--- config.mk ---
export PLATFORM = sky130hd
export DESIGN_NAME = segment_panel_formatter
export DESIGN_NICKNAME = d
export VERILOG_FILES = /design/src/rtl/spf_pkg.sv /design/src/rtl/spf_arith.sv /design/src/rtl/spf_compose.sv /design/src/rtl/spf_serialiser.sv /design/src/rtl/segment_panel_formatter.sv
export SDC_FILE = /design/constraint.sdc
export NUM_CORES = 2
export LEC_CHECK = 0
export BUFFER_PORTS_ARGS = -buffer_cell sky130_fd_sc_hd__buf_2
export CAP_MARGIN = 20
export CORE_ASPECT_RATIO = 1.25
export CORE_MARGIN = 8
export CORE_UTILIZATION = 32
export CTS_CLUSTER_SIZE = 24
export DETAILED_ROUTE_END_ITERATION = 7
export GPL_ROUTABILITY_DRIVEN = 0
export PLACE_DENSITY = 0.59
export SLEW_MARGIN = 25
export SYNTH_ARGS = -nofsm -noshare
export SYNTH_HDL_FRONTEND = slang
export SYNTH_HIERARCHICAL = 1
export SYNTH_SLANG_ARGS = --single-unit
--- constraint.sdc ---
create_clock -name clk -period 5.2 [get_ports clk]
set_input_delay 0.26 -clock clk [delete_from_list [all_inputs] [get_ports clk]]
set_output_delay 0.26 -clock clk [all_outputs]
set_load 0.01 [all_outputs]
--- src/rtl/spf_pkg.sv ---
package spf_pkg;

	localparam int unsigned NumWrites = 12;
	localparam int unsigned CntW      = 4;

	localparam logic [CntW-1:0] LastBeat = CntW'(NumWrites - 1);
	localparam logic [5:0]      TopAddr  = 6'd38;
	localparam logic [5:0]      LastAddr = 6'(38 - 2 * (NumWrites - 1));

	localparam logic [7:0] DashSeg    = 8'h08;
	localparam logic [7:0] DashTenths = 8'h10;
	localparam logic [7:0] IconBit    = 8'h80;
	localparam logic [7:0] PointBit   = 8'h01;
	localparam logic [7:0] AllOn      = 8'hFF;
	localparam logic [7:0] AllOff     = 8'h00;

	localparam logic [18:0] SecsPerHour = 19'd3600;
	localparam logic [6:0]  MaxHours    = 7'd99;
	localparam logic [3:0]  DigitZero   = 4'd0;

	// Register index, taken from paddr[2]
	localparam logic RegLayout = 1'b0;

	typedef struct packed {
		logic [13:0] temp_value;
		logic [18:0] time_value;
		logic [13:0] speed_value;
		logic        temp_blank;
		logic        time_blank;
		logic        speed_blank;
		logic        time_set_nonzero;
		logic        time_edit_mode;
		logic        protect_active;
		logic        protect_phase;
	} item_t;

	typedef struct packed {
		logic [5:0] lcd_address;
		logic [7:0] segment_byte;
		logic       last;
	} res_t;

	typedef struct packed {
		logic temp_blank;
		logic time_blank;
		logic speed_blank;
		logic time_set;
		logic time_edit;
		logic prot;
		logic phase;
	} flags_t;

	typedef struct packed {
		logic nz;
		logic gt9;
		logic gt99;
		logic gt999;
	} mag_t;

	typedef struct packed {
		logic [3:0] thou;
		logic [3:0] hund;
		logic [3:0] tens;
		logic [3:0] ones;
	} bcd4_t;

	typedef struct packed {
		bcd4_t      temp;
		mag_t       temp_mag;
		bcd4_t      speed;
		mag_t       speed_mag;
		logic [3:0] hr_tens;
		logic [3:0] hr_ones;
		logic [5:0] minutes;
		logic       time_nz;
		flags_t     flags;
	} digits_t;

	typedef logic [NumWrites-1:0][7:0] panel_t;

	// Quotient by ten via reciprocal, exact for every 8-bit v
	function automatic logic [4:0] div10(input logic [7:0] v);
		logic [15:0] p;
		p = 16'(v) * 16'd205;
		return p[15:11];
	endfunction

	function automatic logic [3:0] mod10(input logic [7:0] v);
		logic [7:0] r;
		r = v - 8'(div10(v)) * 8'd10;
		return r[3:0];
	endfunction

	function automatic logic [7:0] seg_digit(input logic [3:0] d);
		logic [7:0] s;
		case (d)
			4'd0: s = 8'h77;
			4'd1: s = 8'h12;
			4'd2: s = 8'h5D;
			4'd3: s = 8'h5B;
			4'd4: s = 8'h3A;
			4'd5: s = 8'h6B;
			4'd6: s = 8'h6F;
			4'd7: s = 8'h52;
			4'd8: s = 8'h7F;
			4'd9: s = 8'h7B;
			default: s = 8'h00;
		endcase
		return s;
	endfunction

	function automatic logic [7:0] seg_tenths(input logic [3:0] d);
		logic [7:0] s;
		case (d)
			4'd0: s = 8'hEE;
			4'd1: s = 8'h24;
			4'd2: s = 8'hBA;
			4'd3: s = 8'hB6;
			4'd4: s = 8'h74;
			4'd5: s = 8'hD6;
			4'd6: s = 8'hDE;
			4'd7: s = 8'hA4;
			4'd8: s = 8'hFE;
			4'd9: s = 8'hF6;
			default: s = 8'h00;
		endcase
		return s;
	endfunction

endpackage

--- src/rtl/spf_arith.sv ---
module spf_arith import spf_pkg::*; (
	input  logic    clk,
	input  logic    arst_n,
	input  logic    in_valid,
	output logic    in_ready,
	input  item_t   in_item,
	output logic    out_valid,
	input  logic    out_ready,
	output digits_t out_digits
);

	function automatic mag_t magnitude(input logic [13:0] v);
		mag_t m;
		m.nz    = (v != 14'd0);
		m.gt9   = (v > 14'd9);
		m.gt99  = (v > 14'd99);
		m.gt999 = (v > 14'd999);
		return m;
	endfunction

	// Hundreds count c (below 164) and remainder lo (below 100) to four digits
	function automatic bcd4_t split_bcd(input logic [7:0] c, input logic [6:0] lo);
		bcd4_t      b;
		logic [4:0] q;
		q      = div10(c);
		b.thou = (q >= 5'd10) ? 4'(q - 5'd10) : q[3:0];
		b.hund = mod10(c);
		b.tens = 4'(div10({1'b0, lo}));
		b.ones = mod10({1'b0, lo});
		return b;
	endfunction

	logic v_s1, v_s2, v_s3;
	logic rdy_s1, rdy_s2, rdy_s3;

	assign rdy_s3   = !v_s3 || out_ready;
	assign rdy_s2   = !v_s2 || rdy_s3;
	assign rdy_s1   = !v_s1 || rdy_s2;
	assign in_ready = rdy_s1;
	assign out_valid = v_s3;

	always_ff @(posedge clk or negedge arst_n) begin
		if (!arst_n) begin
			v_s1 <= 1'b0;
			v_s2 <= 1'b0;
			v_s3 <= 1'b0;
		end else begin
			if (rdy_s1) v_s1 <= in_valid;
			if (rdy_s2) v_s2 <= v_s1;
			if (rdy_s3) v_s3 <= v_s2;
		end
	end

	// Stage 1: hundreds of temperature and speed, raw hours
	logic [27:0] temp_prod, spd_prod;
	logic [30:0] hr_prod;

	assign temp_prod = 28'(in_item.temp_value[13:2]) * 28'd2622;
	assign spd_prod  = 28'(in_item.speed_value[13:2]) * 28'd2622;
	assign hr_prod   = 31'(in_item.time_value[18:4]) * 31'd37283;

	logic [13:0] temp_s1, spd_s1;
	logic [18:0] time_s1;
	logic [7:0]  temp_c_s1, spd_c_s1, hr_s1;
	mag_t        temp_mag_s1, spd_mag_s1;
	logic        time_nz_s1;
	flags_t      flags_s1;

	always_ff @(posedge clk) begin
		if (rdy_s1 && in_valid) begin
			temp_s1     <= in_item.temp_value;
			spd_s1      <= in_item.speed_value;
			time_s1     <= in_item.time_value;
			temp_c_s1   <= temp_prod[23:16];
			spd_c_s1    <= spd_prod[23:16];
			hr_s1       <= hr_prod[30:23];
			temp_mag_s1 <= magnitude(in_item.temp_value);
			spd_mag_s1  <= magnitude(in_item.speed_value);
			time_nz_s1  <= (in_item.time_value != 19'd0);
			flags_s1    <= '{temp_blank: in_item.temp_blank,
			                 time_blank: in_item.time_blank,
			                 speed_blank: in_item.speed_blank,
			                 time_set: in_item.time_set_nonzero,
			                 time_edit: in_item.time_edit_mode,
			                 prot: in_item.protect_active,
			                 phase: in_item.protect_phase};
		end
	end

	// Stage 2: remainders below one hundred and one hour, clamp hours
	logic [13:0] temp_lo_full, spd_lo_full;
	logic [18:0] rem_full;

	assign temp_lo_full = temp_s1 - 14'(temp_c_s1) * 14'd100;
	assign spd_lo_full  = spd_s1 - 14'(spd_c_s1) * 14'd100;
	assign rem_full     = time_s1 - 19'(hr_s1) * SecsPerHour;

	logic [7:0]  temp_c_s2, spd_c_s2;
	logic [6:0]  temp_lo_s2, spd_lo_s2, hr_s2;
	logic [11:0] rem_s2;
	mag_t        temp_mag_s2, spd_mag_s2;
	logic        time_nz_s2;
	flags_t      flags_s2;

	always_ff @(posedge clk) begin
		if (rdy_s2 && v_s1) begin
			temp_c_s2   <= temp_c_s1;
			spd_c_s2    <= spd_c_s1;
			temp_lo_s2  <= temp_lo_full[6:0];
			spd_lo_s2   <= spd_lo_full[6:0];
			hr_s2       <= (hr_s1 > 8'(MaxHours)) ? MaxHours : hr_s1[6:0];
			rem_s2      <= rem_full[11:0];
			temp_mag_s2 <= temp_mag_s1;
			spd_mag_s2  <= spd_mag_s1;
			time_nz_s2  <= time_nz_s1;
			flags_s2    <= flags_s1;
		end
	end

	// Stage 3: decimal digits and whole minutes
	logic [19:0] min_prod;
	digits_t     digits_next;

	assign min_prod = 20'(rem_s2[11:2]) * 20'd1093;

	always_comb begin
		digits_next.temp      = split_bcd(temp_c_s2, temp_lo_s2);
		digits_next.temp_mag  = temp_mag_s2;
		digits_next.speed     = split_bcd(spd_c_s2, spd_lo_s2);
		digits_next.speed_mag = spd_mag_s2;
		digits_next.hr_tens   = 4'(div10({1'b0, hr_s2}));
		digits_next.hr_ones   = mod10({1'b0, hr_s2});
		digits_next.minutes   = min_prod[19:14];
		digits_next.time_nz   = time_nz_s2;
		digits_next.flags     = flags_s2;
	end

	digits_t digits_s3;

	always_ff @(posedge clk) begin
		if (rdy_s3 && v_s2) digits_s3 <= digits_next;
	end

	assign out_digits = digits_s3;

endmodule

--- src/rtl/spf_compose.sv ---
module spf_compose import spf_pkg::*; (
	input  logic    clk,
	input  logic    arst_n,
	input  logic    layout,
	input  logic    in_valid,
	output logic    in_ready,
	input  digits_t in_digits,
	output logic    out_valid,
	input  logic    out_ready,
	output panel_t  out_panel
);

	logic   v_s4, rdy_s4;
	panel_t panel_s4;
	panel_t s;
	logic [7:0] tseg [4];
	flags_t f;
	logic   show;

	assign rdy_s4    = !v_s4 || out_ready;
	assign in_ready  = rdy_s4;
	assign out_valid = v_s4;
	assign out_panel = panel_s4;

	assign f    = in_digits.flags;
	assign show = f.time_set || f.time_edit;

	always_comb begin
		tseg[0] = seg_digit(in_digits.hr_tens);
		tseg[1] = seg_digit(in_digits.hr_ones);
		tseg[2] = seg_digit(4'(div10({2'b00, in_digits.minutes})));
		tseg[3] = seg_digit(mod10({2'b00, in_digits.minutes}));
	end

	always_comb begin
		s = '0;

		if (!f.temp_blank) begin
			if (in_digits.temp_mag.nz) begin
				s[0] = in_digits.temp_mag.gt999 ? seg_digit(in_digits.temp.thou) : AllOff;
				s[1] = in_digits.temp_mag.gt99 ? seg_digit(in_digits.temp.hund) : AllOff;
				s[2] = in_digits.temp_mag.gt9 ? seg_digit(in_digits.temp.tens)
				                              : seg_digit(DigitZero);
				s[3] = seg_tenths(in_digits.temp.ones) | PointBit;
			end else begin
				s[0] = DashSeg;
				s[1] = DashSeg;
				s[2] = DashSeg;
				s[3] = DashTenths;
			end
		end
		s[2] = s[2] | IconBit;

		if (!layout) begin
			if (!f.time_blank) begin
				for (int k = 0; k < 4; k++) begin
					s[8 + k] = in_digits.time_nz ? tseg[k] : DashSeg;
				end
			end
			s[9]  = s[9] | IconBit;
			s[11] = s[11] | IconBit;
		end else begin
			if (show && !f.time_blank) begin
				for (int k = 0; k < 4; k++) begin
					s[4 + k] = f.time_set ? tseg[k] : DashSeg;
				end
			end
			if (show) begin
				s[5] = s[5] | IconBit;
				s[6] = s[6] | IconBit;
			end
			if (!f.speed_blank) begin
				if (in_digits.speed_mag.nz) begin
					s[8]  = in_digits.speed_mag.gt999 ? seg_digit(in_digits.speed.thou)
					                                  : AllOff;
					s[9]  = in_digits.speed_mag.gt99 ? seg_digit(in_digits.speed.hund)
					                                 : AllOff;
					s[10] = in_digits.speed_mag.gt9 ? seg_digit(in_digits.speed.tens)
					                                : AllOff;
					s[11] = seg_digit(in_digits.speed.ones);
				end else begin
					for (int k = 8; k < 12; k++) begin
						s[k] = DashSeg;
					end
				end
			end
			s[10] = s[10] | IconBit;
		end

		// Alarm overrides the whole panel
		if (f.prot) begin
			for (int k = 0; k < NumWrites; k++) begin
				s[k] = f.phase ? AllOn : AllOff;
			end
		end
	end

	always_ff @(posedge clk or negedge arst_n) begin
		if (!arst_n) begin
			v_s4 <= 1'b0;
		end else if (rdy_s4) begin
			v_s4 <= in_valid;
		end
	end

	always_ff @(posedge clk) begin
		if (rdy_s4 && in_valid) panel_s4 <= s;
	end

endmodule

--- src/rtl/spf_serialiser.sv ---
module spf_serialiser import spf_pkg::*; (
	input  logic   clk,
	input  logic   arst_n,
	input  logic   load_valid,
	output logic   load_ready,
	input  panel_t load_panel,
	output logic   result_strobe,
	output res_t   result
);

	logic            active_q;
	logic [CntW-1:0] cnt_q;
	logic [5:0]      addr_q;
	panel_t          bytes_q;
	logic            at_last;
	logic            load;

	assign at_last    = (cnt_q == LastBeat);
	assign load_ready = !active_q || at_last;
	assign load       = load_valid && load_ready;

	always_ff @(posedge clk or negedge arst_n) begin
		if (!arst_n) begin
			active_q <= 1'b0;
			cnt_q    <= '0;
		end else if (load) begin
			active_q <= 1'b1;
			cnt_q    <= '0;
		end else if (active_q) begin
			if (at_last) active_q <= 1'b0;
			cnt_q <= cnt_q + 1'b1;
		end
	end

	// Drop the byte just sent, advance the address
	always_ff @(posedge clk) begin
		if (load) begin
			bytes_q <= load_panel;
			addr_q  <= TopAddr;
		end else if (active_q) begin
			bytes_q <= {AllOff, bytes_q[NumWrites-1:1]};
			addr_q  <= addr_q - 6'd2;
		end
	end

	assign result_strobe       = active_q;
	assign result.lcd_address  = addr_q;
	assign result.segment_byte = bytes_q[0];
	assign result.last         = at_last;

	a_last_addr: assert property (@(posedge clk) disable iff (!arst_n)
		result_strobe && result.last |-> result.lcd_address == LastAddr)
		else $error("last write not at bottom address");

	a_burst_runs: assert property (@(posedge clk) disable iff (!arst_n)
		active_q && !at_last |=> active_q && cnt_q == $past(cnt_q) + 1'b1)
		else $error("write burst broken early");

	a_burst_ends: assert property (@(posedge clk) disable iff (!arst_n)
		$fell(active_q) |-> $past(cnt_q) == LastBeat)
		else $error("burst ended short of twelve writes");

	a_load_addr: assert property (@(posedge clk) disable iff (!arst_n)
		load |=> addr_q == TopAddr && result_strobe)
		else $error("burst did not start at top address");

endmodule

--- src/rtl/segment_panel_formatter.sv ---
// Segment panel formatter. Each item is one panel update, and it turns into a
// burst of twelve segment-RAM writes at addresses 38, 36, ... 16, one write per
// cycle on result_strobe, with result.last set on the twelfth. The receiver has
// no way to hold writes off, so a burst always runs to its end without gaps.
// An accepted item passes through three arithmetic stages (hundreds and hours
// by reciprocal multiply, remainders, decimal digits), one stage that builds
// the twelve bytes, then the output shift register. Items may arrive in
// successive cycles; the four stages ahead of the shift register buffer them,
// and start is taken whenever busy is low. Sustained throughput is set by the
// single write port that drains the shift register; the next burst follows
// the previous one with no idle cycle in between. The layout register (byte
// address 0 on the APB port) picks the panel: 0 for temperature and time, 1
// for temperature, time and speed. Write it only while no update is in
// flight.
module segment_panel_formatter import spf_pkg::*; (
	input  logic        clk,
	input  logic        arst_n,
	input  logic        start,
	output logic        busy,
	input  item_t       item,
	output logic        result_strobe,
	output res_t        result,
	input  logic        psel,
	input  logic        penable,
	input  logic        pwrite,
	input  logic [2:0]  paddr,
	input  logic [31:0] pwdata,
	output logic [31:0] prdata,
	output logic        pready
);

	logic    layout_q;
	logic    arith_ready;
	logic    digits_valid, digits_ready;
	digits_t digits;
	logic    panel_valid, panel_ready;
	panel_t  panel;
	logic    reg_sel;

	// Configuration port: no wait states, one register
	assign pready  = 1'b1;
	assign reg_sel = (paddr[2] == RegLayout);
	assign prdata  = reg_sel ? 32'(layout_q) : 32'd0;

	always_ff @(posedge clk or negedge arst_n) begin
		if (!arst_n) begin
			layout_q <= 1'b0;
		end else if (psel && penable && pwrite && pready && reg_sel) begin
			layout_q <= pwdata[0];
		end
	end

	// Hold off new items only when the first stage cannot advance
	assign busy = !arith_ready;

	spf_arith u_arith (
		.clk       (clk),
		.arst_n    (arst_n),
		.in_valid  (start),
		.in_ready  (arith_ready),
		.in_item   (item),
		.out_valid (digits_valid),
		.out_ready (digits_ready),
		.out_digits(digits)
	);

	spf_compose u_compose (
		.clk       (clk),
		.arst_n    (arst_n),
		.layout    (layout_q),
		.in_valid  (digits_valid),
		.in_ready  (digits_ready),
		.in_digits (digits),
		.out_valid (panel_valid),
		.out_ready (panel_ready),
		.out_panel (panel)
	);

	spf_serialiser u_serialiser (
		.clk          (clk),
		.arst_n       (arst_n),
		.load_valid   (panel_valid),
		.load_ready   (panel_ready),
		.load_panel   (panel),
		.result_strobe(result_strobe),
		.result       (result)
	);

endmodule

Word-level counts from Yosys, hierarchy flattened
Memories as Yosys holds them, arrays and structs flattened. A register that Yosys moved wholly into a read port is not among the register bits.
Cells that the tools add are included.
- $lt $le $gt $ge: 9
- $add $sub $neg: 13
- muxes and demuxes: 45
- multiply operators: 19
- eq/ne operators: 1
- bitwise logic cells: 1
- reductions and logical operators: 26
- operator list (kind ; number):
    96-bit two-way mux ; 3
    32-bit two-way mux ; 7
    8-bit two-way mux ; 14
    4-bit two-way mux ; 14
    12-bit by 11-bit multiplier with 23-bit output, second input constant ; 2
    7-bit by 8-bit multiplier with 15-bit output, second input constant ; 3
    8-bit by 8-bit multiplier with 16-bit output, second input constant ; 2
    15-bit by 16-bit multiplier with 31-bit output, second input constant ; 1
    31-bit two-way mux ; 1
    14-bit by 10-bit greater-than comparator with 1-bit output, second input constant ; 2
    14-bit by 4-bit greater-than comparator with 1-bit output, second input constant ; 2
    14-bit by 7-bit greater-than comparator with 1-bit output, second input constant ; 2
    14-bit nonzero test ; 2
    4-bit subtractor ; 6
    10-bit by 11-bit multiplier with 20-bit output, second input constant ; 1
    19-bit nonzero test ; 1
    8-bit by 5-bit multiplier with 5-bit output, second input constant ; 2
    16-bit two-way mux ; 1
    6-bit by 8-bit multiplier with 14-bit output, second input constant ; 1
    7-bit subtractor ; 2
    4-bit by 3-bit multiplier with 3-bit output, second input constant ; 3
    12-bit subtractor ; 1
    5-bit by 4-bit >= comparator with 1-bit output, second input constant ; 2
    5-bit by 3-bit multiplier with 3-bit output, second input constant ; 2
    other kinds (14) ; 37
- register bits after elaboration: 401
- bits of input ports: 95
- logic and storage cells: 230
- memories: 12
- ROM bits: 1288
- output and inout port bits: 50
- memories (name ; depth ; bits a word ; rd ports ; clocked after memory_dff ; wr ports ; RTL line ; RTL):
    (name not given) ; 16 ; 7 ; 1 ; 1 ; 0 ; spf_pkg.sv:96 ; case (d)
    (name not given) ; 16 ; 7 ; 1 ; 1 ; 0 ; spf_pkg.sv:96 ;
    (name not given) ; 16 ; 7 ; 1 ; 1 ; 0 ; spf_pkg.sv:96 ;
    (name not given) ; 16 ; 7 ; 1 ; 1 ; 0 ; spf_pkg.sv:114 ; case (d)
    (name not given) ; 16 ; 7 ; 1 ; 1 ; 0 ; spf_pkg.sv:96 ;
    (name not given) ; 16 ; 7 ; 1 ; 1 ; 0 ; spf_pkg.sv:96 ;
    +6 memories ; - ; - ; - ; - ; - ; - ;

Longest topological paths before layout
An unclocked memory read counts as a cell.
- depth after elaboration: 9
- gate-level depth with buffers: 22
- mapped depth without buffers: 22

Cells and area by module
The synthesis kept the hierarchy.
- by module, submodules not included (module ; cells each ; area an instance (um2) ; sequential area each (um2) ; times used):
    spf_arith ; 1883 ; 21546.9 ; 5750.5 ; 1
    spf_compose ; 686 ; 6730.2 ; 2727.6 ; 1
    spf_serialiser ; 263 ; 4573.1 ; 3108.0 ; 1
    segment_panel_formatter ; 39 ; 305.3 ; 25.0 ; 1

Worst setup path before layout
Ideal clock, no wire load.
- kind: reg-to-reg
- start point: reg u_arith.spd_c_s2[2]
- end point: reg u_arith.digits_s3, in the netlist u_arith/out_digits[40] (data pin)
- cell stages (with the launch flop): 20
- clock period less this slack: 5.580 ns
- buffers on the path: 0
- setup time: 0.272 ns
- slack: -0.380 ns
- arrival: 5.308 ns
- cells stage by stage: edfxtp_1 > ha_1 > inv_1 > fa_1 > inv_1 > fa_1 > inv_1 > fa_1 > inv_1 > ha_1 > a211oi_1 > a31oi_1 > o31a_1 > or2_1 > a311oi_2 > ha_1 > nor2_1 > a221o_1 > nor2b_1 > or4_1
- RTL lines (item ; RTL line ; RTL):
    from (decl) ; spf_arith.sv:98 ; logic [7:0] temp_c_s2, spd_c_s2;
    from (signal assigned) ; spf_arith.sv:108 ; spd_c_s2 <= spd_c_s1;
    to (signal assigned) ; spf_arith.sv:141 ; if (rdy_s3 && v_s2) digits_s3 <= digits_next;
    to (decl) ; spf_arith.sv:138 ; digits_t digits_s3;

==> key figures <==
Worst setup path
  • Required time of the critical path: 5.53 ns
  • Kind of start point of the critical path: flop
  • Critical path start-end classification: flop to flop
  • Maximum net fanout on the critical path: 3
  • CP Capture Type: flop
  • Worst EP arrival: between 5 and 6 ns
  • Register-to-register setup slack: -0.04 ns

Power and ir drop
  • Internal power consumption: roughly 6.4 mW
  • Part of the power in combinational logic: 0.316
  • Switching power summed over all nets: just under 3 mW
  • VDD IR max: between 0.00015 and 0.0002 V
  • Clock network power share: 0.309
  • Lkg Pwr: around 18 nW
  • Total power per unit cell area: 248 nW/um^2
  • Switching portion of total power: 0.313
  • Sequential share of power: 0.375

Die
  • Die outline area: roughly 110000 um^2
  • I/O pins: 145
  • Initial core utilization: 0.321
  • Vert. Die Dim: 376 um
  • Width of the chip: between 300 and 400 um
  • Placeable core region: slightly above 100000 um^2
  • Floorplan row count: 132

Routing
  • Pre-Repair DR Iteration Count: 5
  • Via-to-Cell Ratio: between 4 and 5
  • Violation count after the first detailed-routing iteration: about 720
  • Number of remaining DRC errors: 0
  • Final Routed Wirelength: ~65 mm
  • Via Count: 20187
  • Wire length per cell: 14.8 um
  • Final ANT Viol Nets: 0

Synthesis
  • Count of flip-flops with a built-in enable after synthesis: approximately 380
  • Top cells by count, synth: 660 x sky130_fd_sc_hd__ha_1, 520 x sky130_fd_sc_hd__inv_1, 375 x sky130_fd_sc_hd__edfxtp_1, 199 x sky130_fd_sc_hd__fa_1, 122 x sky130_fd_sc_hd__nor2_1
  • Number of distinct library cells after synthesis: 82
  • Cells after synthesis: roughly 2900
  • Synthesized cell area: approximately 33000 um^2
  • Fraction of synthesized cell area taken by the top area cell type: 0.340
  • Cell accounting for the most synthesized area: sky130_fd_sc_hd__edfxtp_1
  • Sequential element share of the synthesized area: 0.350
  • Biggest area contributors in the synthesized netlist: sky130_fd_sc_hd__edfxtp_1 34%, sky130_fd_sc_hd__ha_1 25%, sky130_fd_sc_hd__fa_1 12%
  • Async set-or-reset flop fraction in the synthesized netlist: 0.0256
  • Top FF cell, synth: sky130_fd_sc_hd__edfxtp_1
  • Synth warnings: 6
  • Most instantiated library cell after synthesis: sky130_fd_sc_hd__ha_1
  • FF+latch count, synth: between 300 and 400
  • Mean Syn Cell Area: ~12 um^2

Global route
  • First-pass GRT wire length: about 110 mm
  • Final global-route overflow total: 0
  • GR Util All Layers: 0.114
  • Antenna violations before repair: 3
  • Via count of the first global-routing pass: approximately 22000
  • Pin count of the biggest net entering global routing: slightly above 80

Timing
  • Shortest clock period the worst path allows after layout: between 5 and 6 ns
  • Final Worst Setup Slack: -0.0380 ns
  • Number of pins exceeding their max-slew limit in the final report: 0
  • Setup-violating endpoint count in the final report: 1
  • Transition time of the tightest slew-check pin: around 0.9 ns
  • RSZ-0062 raised after global routing: yes
  • Fin. Hold Viols: 0
  • Max Clock Freq: around 0.19 GHz
  • Max-slew headroom at the worst pin: 0.403
  • Final period util: 1.01
  • Worst Skew: approximately 0.023 ns

Placement
  • Pre-CTS setup slack: -0.193 ns
  • Number of buffer cells added on primary ports: approximately 80
  • Placed cell count: approximately 4300
  • DP HPWL: approximately 52 mm

Clock tree
  • Reg clk slew, reported paths: ~0.070 ns
  • CTS buffer count: 39
  • Clock root buffer master: sky130_fd_sc_hd__clkbuf_16
  • Total number of H-tree levels: 2
  • Clock latency on the worst-skew pair: about 0.59 ns
  • Clk sink count: 390
  • TritonCTS clock tree: done
  • Clk buf depth: 3

Run status
  • Failing checks: negative setup slack
  • Outcome: finished, violations left

Cells and area
  • Synth-to-layout area growth: 12.4%
  • Final net count: between 4000 and 5000
  • Proportion of layout cells with a drive suffix above 1: 0.119
  • Post-route insts no fill: between 4000 and 5000

Flow run
  • MaxCap Viol Count: 0

Min path
  • Path class of the lowest-slack min-delay path: input port to flop
## cell families (layout without fill, tap and decap cells)
| kind of cell | after synthesis | in the layout | synth area share |
|---|---|---|---|
| other | 3 | 36 | 0.000340 |
| adder cells (fa/ha/maj) | 859 | 859 | 0.369 |
| buffers and inverters | 613 | 790 | 0.0764 |
| AO/OA/AOI/OAI | 368 | 368 | 0.0740 |
| multiplexers | 109 | 109 | 0.0366 |
| flip-flops | 390 | 390 | 0.350 |
| XOR/XNOR | 115 | 116 | 0.0308 |
| AND/OR/NAND/NOR | 414 | 414 | 0.0623 |
## critical path: stages, from the launching register on
cell and delay [ns]:
sky130_fd_sc_hd__edfxtp_1 0.44, sky130_fd_sc_hd__buf_4 0.17, sky130_fd_sc_hd__ha_1 0.30, sky130_fd_sc_hd__ha_1 0.29, sky130_fd_sc_hd__inv_1 0.05, sky130_fd_sc_hd__fa_1 0.53, sky130_fd_sc_hd__inv_1 0.05, sky130_fd_sc_hd__fa_1 0.48
sky130_fd_sc_hd__ha_1 0.30, sky130_fd_sc_hd__o21a_1 0.17, sky130_fd_sc_hd__o21ai_1 0.12, sky130_fd_sc_hd__a31oi_1 0.07, sky130_fd_sc_hd__o31a_1 0.27, sky130_fd_sc_hd__or2_4 0.28, sky130_fd_sc_hd__a311oi_4 0.27, sky130_fd_sc_hd__ha_2 0.23
sky130_fd_sc_hd__nor2_1 0.05, sky130_fd_sc_hd__a221o_1 0.34, sky130_fd_sc_hd__nor2b_1 0.13, sky130_fd_sc_hd__or4_1 0.45
## routing by layer
| metal | global-route usage | vias to the layer above | part of all wire |
|---|---|---|---|
| li1 | - | 10167 | - |
| met5 | 0 | - | 0 |
| met4 | 0.0363 | 0 | 0.028 |
| met2 | 0.216 | 216 | 0.52 |
| met3 | 0.0144 | 74 | 0.024 |
| met1 | 0.133 | 9730 | 0.43 |
## cells in the final DEF, fill, tap and decap left out, types with 8 or more instances in the layout
| cell | instances |
|---|---|
| sky130_fd_sc_hd__a211oi_1 | 15 |
| sky130_fd_sc_hd__a21o_1 | 23 |
| sky130_fd_sc_hd__a21oi_1 | 80 |
| sky130_fd_sc_hd__a31oi_1 | 25 |
| sky130_fd_sc_hd__and2_1 | 24 |
| sky130_fd_sc_hd__and3_1 | 10 |
| sky130_fd_sc_hd__buf_2 | 76 |
| sky130_fd_sc_hd__buf_4 | 99 |
| sky130_fd_sc_hd__clkbuf_16 | 39 |
| sky130_fd_sc_hd__clkinv_2 | 9 |
| sky130_fd_sc_hd__conb_1 | 33 |
| sky130_fd_sc_hd__dfrtp_1 | 10 |
| sky130_fd_sc_hd__dlygate4sd3_1 | 21 |
| sky130_fd_sc_hd__edfxtp_1 | 375 |
| sky130_fd_sc_hd__fa_1 | 198 |
| sky130_fd_sc_hd__ha_1 | 653 |
| sky130_fd_sc_hd__inv_1 | 515 |
| sky130_fd_sc_hd__mux2_1 | 47 |
| sky130_fd_sc_hd__mux2_2 | 47 |
| sky130_fd_sc_hd__mux2i_1 | 12 |
| sky130_fd_sc_hd__nand2_1 | 85 |
| sky130_fd_sc_hd__nand2b_1 | 32 |
| sky130_fd_sc_hd__nand3_1 | 31 |
| sky130_fd_sc_hd__nand4_1 | 11 |
| sky130_fd_sc_hd__nor2_1 | 120 |
| sky130_fd_sc_hd__nor2b_1 | 17 |
| sky130_fd_sc_hd__nor3_1 | 22 |
| sky130_fd_sc_hd__o211ai_1 | 9 |
| sky130_fd_sc_hd__o21ai_0 | 91 |
| sky130_fd_sc_hd__o21ai_1 | 10 |
| sky130_fd_sc_hd__o221ai_1 | 20 |
| sky130_fd_sc_hd__or2_2 | 14 |
| sky130_fd_sc_hd__or3_1 | 8 |
| sky130_fd_sc_hd__xnor2_1 | 78 |
| sky130_fd_sc_hd__xor2_1 | 33 |
## layout make-up
cell class | instances | area, um^2
fillers | 10079 | 65900
multi-input cells | 1899 | 19400
flip-flops and latches | 390 | 11600
inverters | 520 | 1950
well taps | 1340 | 1680
repair buffers | 198 | 1370
clock buffers | 42 | 987
clock inverters | 30 | 310
diodes | 3 | 7.51
## registers in the layout, indices dropped and copies added, names as in the netlist, 10 cells and up
signal                cells
u_arith/rem_s2           10
u_arith/out_digits       62
u_arith/digits_next      15
u_compose/out_panel      90
u_arith/time_s1          10
u_serialiser/bytes_q     88
## path summary, 6_finish.rpt
path | startpoint | endpoint | depth (start not counted)
setup / recovery | u_arith/spd_c_s2[5] | u_arith/out_digits[40] | 19
hold / removal | item[30] | u_arith/time_s1[9] | 2
setup reg to reg | u_arith/spd_c_s2[5] | u_arith/out_digits[40] | 19
hold reg to reg | u_arith/digits_next[25] | u_arith/out_digits[25] | 0
max in group asynchronous | arst_n | u_arith/v_s2 | 2
min in group asynchronous | arst_n | u_serialiser/result_strobe | 2
## through the flow
step           utilization  hold WS (ns)  total power, mW  cell area, um^2  TNS [ns]
2_1_floorplan            -       -0.0356             5.63            33300    -0.156
3_3_place_gp         0.344         0.145             6.35            35500    -0.378
3_5_place_dp         0.344         0.135             6.39            35500    -0.723
4_1_cts              0.359        0.0173             9.35            37000    -0.151
5_1_grt              0.361        0.0282             10.0            37300    -0.632
6_report             0.361        0.0597             9.25            37300   -0.0380
## power by group through the flow
stage,sequential [mW],combinational (mW),clock [mW]
after floorplan,3.53,2.10,0
after global placement,3.53,2.82,0
after detailed placement,3.53,2.86,0
after CTS,3.47,2.91,2.98
after global routing,3.46,3.46,3.07
final,3.47,2.93,2.86
## what timing repair did
action,CTS,global route
hold buffers,21,0
resized for setup,1,37
pin swaps,5,17
setup endpoints to repair,2,24
endpoints found under the hold margin,31,0
setup buffers,1,8
gates cloned,0,1
(Power assumes the default switching activity.)
